$ cat src/rtl/core/bsa_pkg.sv
`default_nettype none

package bsa_pkg;

  // lane count and field widths
  localparam int MAX_LANES     = 3;
  localparam int LANES_DEFAULT = 3;
  localparam int VAL_W         = 32;
  localparam int K_W           = 32;

  // second difference t and stencil sum d, exact
  localparam int T_W = VAL_W + 2;
  localparam int D_W = T_W + 2;

  // split of d into a signed high part and an unsigned 16-bit low part
  localparam int LO_W   = 16;
  localparam int HI_W   = D_W - LO_W;
  localparam int PHI_W  = K_W + 1 + HI_W;
  localparam int PLO_W  = K_W + LO_W;
  localparam int RND_W  = PLO_W + 1 - LO_W;
  localparam int SUM_W  = PHI_W + 1;
  localparam int RES_W  = SUM_W + 1;

  // stream packing
  localparam int IN_DATA_W  = 2 * MAX_LANES * VAL_W;
  localparam int OUT_DATA_W = MAX_LANES * VAL_W;

  localparam logic [K_W-1:0] RIGIDITY_RESET = K_W'(32'h0001_0000);

  // control that travels with one word between stages
  typedef struct packed {
    logic valid;
    logic last;
  } word_ctl_t;

endpackage

`default_nettype wire

$ cat src/rtl/core/bsa_window.sv
`default_nettype none

module bsa_window
  import bsa_pkg::*;
#(
  parameter int LANES = LANES_DEFAULT
) (
  input  wire logic                    clk,
  input  wire logic                    rst,
  input  wire logic                    in_valid,
  output logic                         in_ready,
  input  wire logic signed [VAL_W-1:0] pos [LANES],
  input  wire logic signed [VAL_W-1:0] acc [LANES],
  input  wire logic                    final_point,
  output word_ctl_t                    dn_ctl,
  input  wire logic                    dn_ready,
  output logic signed [D_W-1:0]        dn_d [LANES],
  output logic signed [VAL_W-1:0]      dn_y [LANES]
);

  localparam int SLOTS        = 3;
  localparam int SLOT_CUR     = 0;
  localparam int SLOT_FLUSH   = 1;
  localparam int SLOT_LAST    = 2;
  localparam logic [1:0] SEEN_MAX = 2'd3;

  // window state of the current fiber
  logic signed [VAL_W-1:0] pos_old [LANES];
  logic signed [VAL_W-1:0] pos_new [LANES];
  logic signed [T_W-1:0]   t_new   [LANES];
  logic signed [T_W-1:0]   t_old   [LANES];
  logic signed [VAL_W-1:0] acc_old [LANES];
  logic signed [VAL_W-1:0] acc_new [LANES];
  logic [1:0]              seen;

  // job register: up to three results waiting to issue
  logic [SLOTS-1:0]        job_mask;
  logic signed [T_W-1:0]   job_tn [LANES];
  logic signed [T_W-1:0]   job_t2 [LANES];
  logic signed [T_W-1:0]   job_t3 [LANES];
  logic signed [VAL_W-1:0] job_y  [SLOTS][LANES];

  logic                    accept;
  logic                    issue;
  logic [SLOTS-1:0]        cur_sel;
  logic [SLOTS-1:0]        mask_next;
  logic signed [T_W-1:0]   t_in [LANES];

  // issue the lowest pending slot whenever the next stage has room
  assign cur_sel   = job_mask & (~job_mask + SLOTS'(1));
  assign issue     = (job_mask != '0) && (!dn_ctl.valid || dn_ready);
  assign in_ready  = (job_mask == '0) ||
                     (((job_mask & (job_mask - SLOTS'(1))) == '0) && issue);
  assign accept    = in_valid && in_ready;

  // new second difference, zero until three points are in
  always_comb begin
    for (int l = 0; l < LANES; l++) begin
      if (seen[1]) begin
        t_in[l] = T_W'(pos_old[l]) - (T_W'(pos_new[l]) <<< 1) + T_W'(pos[l]);
      end else begin
        t_in[l] = '0;
      end
    end
  end

  always_comb begin
    mask_next = '0;
    mask_next[SLOT_CUR]   = seen[1];
    mask_next[SLOT_FLUSH] = final_point && (seen != 2'd0);
    mask_next[SLOT_LAST]  = final_point;
  end

  // window update, cleared after the last point of a fiber
  always_ff @(posedge clk) begin
    if (rst || (accept && final_point)) begin
      seen <= '0;
      for (int l = 0; l < LANES; l++) begin
        pos_old[l] <= '0;
        pos_new[l] <= '0;
        t_new[l]   <= '0;
        t_old[l]   <= '0;
        acc_old[l] <= '0;
        acc_new[l] <= '0;
      end
    end else if (accept) begin
      seen <= (seen == SEEN_MAX) ? SEEN_MAX : seen + 2'd1;
      for (int l = 0; l < LANES; l++) begin
        pos_old[l] <= pos_new[l];
        pos_new[l] <= pos[l];
        t_old[l]   <= t_new[l];
        t_new[l]   <= t_in[l];
        acc_old[l] <= acc_new[l];
        acc_new[l] <= acc[l];
      end
    end
  end

  // job slots
  always_ff @(posedge clk) begin
    if (rst) begin
      job_mask <= '0;
    end else if (accept) begin
      job_mask <= mask_next;
    end else if (issue) begin
      job_mask <= job_mask & ~cur_sel;
    end
  end

  always_ff @(posedge clk) begin
    if (accept) begin
      for (int l = 0; l < LANES; l++) begin
        job_tn[l]              <= t_in[l];
        job_t2[l]              <= t_new[l];
        job_t3[l]              <= t_old[l];
        job_y[SLOT_CUR][l]     <= acc_old[l];
        job_y[SLOT_FLUSH][l]   <= acc_new[l];
        job_y[SLOT_LAST][l]    <= acc[l];
      end
    end
  end

  // stencil sum register
  always_ff @(posedge clk) begin
    if (rst) begin
      dn_ctl.valid <= 1'b0;
    end else if (!dn_ctl.valid || dn_ready) begin
      dn_ctl.valid <= issue;
    end
  end

  always_ff @(posedge clk) begin
    if (issue) begin
      dn_ctl.last <= cur_sel[SLOT_LAST];
      for (int l = 0; l < LANES; l++) begin
        if (cur_sel[SLOT_CUR]) begin
          dn_d[l] <= D_W'(job_tn[l]) - (D_W'(job_t2[l]) <<< 1) + D_W'(job_t3[l]);
          dn_y[l] <= job_y[SLOT_CUR][l];
        end else if (cur_sel[SLOT_FLUSH]) begin
          dn_d[l] <= D_W'(job_t2[l]) - (D_W'(job_tn[l]) <<< 1);
          dn_y[l] <= job_y[SLOT_FLUSH][l];
        end else begin
          dn_d[l] <= D_W'(job_tn[l]);
          dn_y[l] <= job_y[SLOT_LAST][l];
        end
      end
    end
  end

endmodule

`default_nettype wire

$ cat config.mk
export PLATFORM = sky130hd
export DESIGN_NAME = bsa_window
export DESIGN_NICKNAME = d
export VERILOG_FILES = /design/src/rtl/core/bsa_pkg.sv /design/src/rtl/core/bsa_window.sv
export SDC_FILE = /design/constraint.sdc
export NUM_CORES = 2
export LEC_CHECK = 0
export BUFFER_PORTS_ARGS = -buffer_cell sky130_fd_sc_hd__buf_2
export CORE_AREA = 3 3 495 301
export CTS_CLUSTER_DIAMETER = 200
export DETAILED_ROUTE_END_ITERATION = 12
export DIE_AREA = 0 0 498 304
export PLACE_DENSITY = 0.73
export SYNTH_ARGS = -nofsm -noshare
export SYNTH_HDL_FRONTEND = slang
export SYNTH_SLANG_ARGS = --single-unit
$ cat constraint.sdc
create_clock -name clk -period 15.9 [get_ports clk]
set_input_delay 0 -clock clk [delete_from_list [all_inputs] [get_ports clk]]
set_output_delay 0 -clock clk [all_outputs]
set_load 0.01 [all_outputs]
[Word-level counts from Yosys, hierarchy flattened]
Memories as Yosys holds them, arrays and structs flattened.
Index checks and enable logic that the tools add are counted.
Widths: inputs -> output; s select.
Operators by class
  bitwise operators: 23
  reductions and logical operators: 14
  eq/ne operators: 1
  muxes and demuxes: 42
  $add $sub $neg: 18
Operators with widths (count)
  $mux 32: 18
  $mux 34: 9
  $mux 36: 6
  $sub 34x35->36: 6
  $add 36x34->36: 3
  $add 34x32->34: 3
  $sub 32x33->34: 3
  $or 1x1->1: 18
  $and 3x3->3: 3
  $logic_not 3->1: 2
  $mux 1: 6
  $mux 3: 2
  $not 3->3: 2
  $logic_and 1x1->1: 5
  $reduce_bool 2->1: 2
  $add 3x1->3 const B: 1
  $logic_or 1x1->1: 3
  $reduce_bool 3->1: 1
  $sub 3x1->3 const B: 1
  $add 2x1->2 const B: 1
  $eq 2x2->1 const B: 1
  $mux 2: 1
  $logic_not 1->1: 1
Word-level totals
  input port bits: 197
  flip-flop bits (word level): 211
  memory bits (writable): 1182
  memories: 10
  output and inout port bits: 207
  logic and storage cells: 118
Memory list
  job_y: words 3, width 96, read ports 3, clocked after memory_dff 0, write ports 3, RTL line bsa_window.sv:41  | logic signed [VAL_W-1:0] job_y [SLOTS][LANES];
  job_t2: words 3, width 34, read ports 3, clocked after memory_dff 0, write ports 3, RTL line bsa_window.sv:39  | logic signed [T_W-1:0] job_t2 [LANES];
  job_t3: words 3, width 34, read ports 3, clocked after memory_dff 0, write ports 3, RTL line bsa_window.sv:40  | logic signed [T_W-1:0] job_t3 [LANES];
  job_tn: words 3, width 34, read ports 3, clocked after memory_dff 0, write ports 3, RTL line bsa_window.sv:38  | logic signed [T_W-1:0] job_tn [LANES];
  t_new: words 3, width 34, read ports 3, clocked after memory_dff 0, write ports 3, RTL line bsa_window.sv:30  | logic signed [T_W-1:0] t_new [LANES];
  t_old: words 3, width 34, read ports 3, clocked after memory_dff 0, write ports 3, RTL line bsa_window.sv:31  | logic signed [T_W-1:0] t_old [LANES];
  4 more memories

[Longest topological paths before layout]
  depth in word-level cells: 11
  depth in mapped cells: 16
  depth with buffers taken out: 15

[Least setup slack after synthesis]
Ideal clock, no wire load.
  kind: register to register
  start point: register dn_ctl[1] (netlist bit)
  end point: memory acc_new[0][0] (enable)
  library setup time: 1.062 ns
  required time: 14.838 ns
  stages on the path, launching flop included: 8
  clock period less this slack: 15.657 ns
  buffers on the path: 1
  slack: 0.243 ns
  arrival: 14.595 ns
  cells stage by stage: dfxtp_1 > nor2b_1 > clkbuf_1 > nor2_1 > nor2_1 > o2bb2ai_1 > nand2_1 > nand2b_1
RTL lines
  start, declared: RTL line bsa_window.sv:15  | output word_ctl_t dn_ctl,
  end, declared: RTL line bsa_window.sv:33  | logic signed [VAL_W-1:0] acc_new [LANES];

==> results.py <==
metrics = {
    "outcome": {
        "status": "finished, final reports clean",
    },
    "place": {
        "dp_hpwl_um": 117500,
        "gp_congestion": 0.9656,
        "post_dp_cell_area_um2": 76230,
        "portBuffers": 403,
    },
    "timing": {
        "final.setup.tns_ns": 0,
        "worstMarginPinSlew_ns": 1.256,
        "fin_skew_ns": 0.06492,
        "setup_viol": 0,
        "fin_crit_ns": 5.115,
        "fmax_mhz": 195.5,
        "maxSlewHeadroom_pct": 15.41,
        "final.period_utilization_pct": 32.17,
        "rsz0062_at_grt": "no",
        "finalHoldViolations": 0,
        "slew_violations": 0,
    },
    "logic_synthesis": {
        "synth_common_cells": "edfxtp_1, inv_1, and2_1",
        "synth.area.top_cells": "edfxtp_1, fa_1, ha_1",
        "synth_edf_count": 1387,
        "synth_fp_nets": 6661,
        "syn_area_um2": 72210,
        "syn_inst": 5957,
        "ys_ff_latch": 1393,
        "ys_types": 95,
        "synth_top_area_share_pct": 57.68,
        "async_flop_share_pct": 0,
        "synth_top_area_cell": "edfxtp_1",
        "synth.most_common_cell": "edfxtp_1",
        "ys_warn_count": 0,
        "yosysSeqAreaShare_pct": 57.84,
        "syn_area_per_cell_um2": 12.12,
        "synthFlopType": "edfxtp_1",
    },
    "clock_network": {
        "cts.sinks": 1393,
        "cts_tree": "done",
        "cts_buffers": 134,
        "worstSkewPairLatency_ns": 0.81,
        "cts_buffer_depth": 3,
        "clk_pin_slew_ns": 0.06,
        "post_cts_resized": 0,
        "cts_setup_buffers": 0,
        "root_buffer": "clkbuf_16",
        "cts-htree-levels": 4,
    },
    "global_routing": {
        "grt_max_degree": 172,
        "grt_overflow_total": 0,
        "grt_pass1_wl_um": 266800,
        "first_global_vias": 46320,
        "grt_use_total_pct": 22.48,
        "grt_antenna_before_repair": 7,
    },
    "finish": {
        "final_area_um2": 83630,
        "final_nets": 7333,
        "nFillCells": 11490,
        "drive_gt1_share_pct": 10.24,
        "syn2layout_area_growth_pct": 15.81,
    },
    "setup_path": {
        "worst_setup_path_start_kind": "flop",
        "cp_common_cell": "buf_4",
        "critical-path-top-delay-family": "buffers and inverters",
        "cp_cell_sequence": "nor2b_1 > nor2_1 > nor2_1 > o2bb2ai_1 > nand2_1 > nand2b_4 > buf_4 > buf_4 > buf_4",
        "crit_slowest_cell": "buf_4",
        "max_stage_delay_ns": 0.93,
        "path_class": "flop to flop",
        "critical_path_buf_inv_count": 3,
        "endpoint_kind": "flop",
        "cp.required_ns": 16.27,
        "crit_fanout": 75,
        "worst-endpoint-arrival_ns": 5.48,
    },
    "drt": {
        "drtAntennaViolNets": 0,
        "drc": 0,
        "wl_per_cell_um": 19.74,
        "via_per_inst": 5.380,
        "drt-total-wl_um": 171100,
        "vias": 46630,
        "drt_iter0_markers": 4948,
        "dr.pass1.iters": 6,
    },
    "worst_hold_path": {
        "hold_path.class": "input port to flop",
    },
    "floorplanning": {
        "initial_core_util_pct": 49.99,
        "dieArea_um2": 151400,
        "rows": 108,
        "core_area_um2": 144500,
        "dieHeight_um": 304,
        "die-width_um": 498,
        "ios": 404,
    },
    "pwr": {
        "power.leakage_nw": 35.23,
        "powerDensity_nw_per_um2": 119.7,
        "ir_drop_v": 0.0001244,
    },
    "job": {
        "maxCapViolations": 0,
    },
}
flip-flops by register name, summed over array words and instances (netlist names):
signal	flops
acc_new	96
acc_old	96
dn_ctl	2
dn_d	108
dn_y	96
job_mask	3
job_t2	102
job_t3	102
job_tn	102
job_y	288
pos_new	96
pos_old	96
seen	2
t_new	102
t_old	102
cell families after synthesis:
| family | after synthesis | share of synthesized area [%] |
|---|---|---|
| and+or+nand+nor | 1542 | 11.27 |
| DFF | 1393 | 57.84 |
| AOI/OAI and AO/OA | 1087 | 9.609 |
| buffers and inverters | 1038 | 5.416 |
| adders and majority gates | 507 | 10.87 |
| xor gates and xnor gates | 244 | 2.959 |
| muxes | 146 | 2.027 |
cell type report:
class	instances	area [um2]	area share, %
multi-input combinational	3526	26560	31.76
clock buffer	162	3458	4.135
tap	1925	2409	2.880
inverter	838	3153	3.770
clock inverter	82	942.2	1.127
antenna	6	15.01	0.01795
timing repair buffer	736	5313	6.352
sequential	1393	41780	49.96
power breakdown:
part	switching, mW	internal, mW
sequential	0.118	4.37
clock	1.46	1.73
combinational	1.43	0.900
final timing paths:
check                    start            end  slack, ns  cells after the start
hold reg to reg   t_old[0][97]  job_t3[0][97]       0.37                      0
setup / recovery     dn_ctl[1]  acc_new[0][4]      10.78                      9
setup reg to reg     dn_ctl[1]  acc_new[0][4]      10.78                      9
hold / removal         acc[31]  job_y[0][223]       0.04                      2
cells in the final DEF, fill, tap and decap left out, types with 201 or more instances in the layout:
cell	instances
buf_2	403
edfxtp_1	1387
dlygate4sd3_1	298
ha_1	306
inv_1	835
nor2_1	294
fa_1	201
a21oi_1	310
nand2_1	287
and2_1	513
o21ai_0	270
through the flow:
stage | power [mW] | utilization, % | std cells | setup slack (ns) | hold slack [ns]
2_1_floorplan | 6.216 | - | 5957 | 0.2427 | 0.09887
3_3_place_gp | 6.728 | 52.77 | 8120 | 10.72 | 0.1892
3_5_place_dp | 6.794 | 52.77 | 8120 | 10.80 | 0.1886
4_1_cts | 10.05 | 57.89 | 8662 | 10.76 | 0.001768
5_1_grt | 10.50 | 57.89 | 8665 | 10.40 | 0.01265
6_report | 10.01 | 57.90 | 8668 | 10.78 | 0.04095
timing repair:
item / CTS / global route
hold buffers: 298 / 0
setup endpoints to repair: 0 / 0
hold endpoints to repair: 325 / 0
routing by layer:
metal | part of all wire (%) | GRT usage [%] | vias to the layer above
met4 | 1.9 | 4.997 | 4
met5 | 0.016 | 0 | -
met2 | 43 | 33.56 | 1661
met3 | 7.6 | 4.445 | 213
met1 | 47 | 34.03 | 22640
li1 | - | - | 22120
No activity file was read; power rests on OpenSTA's default activity.
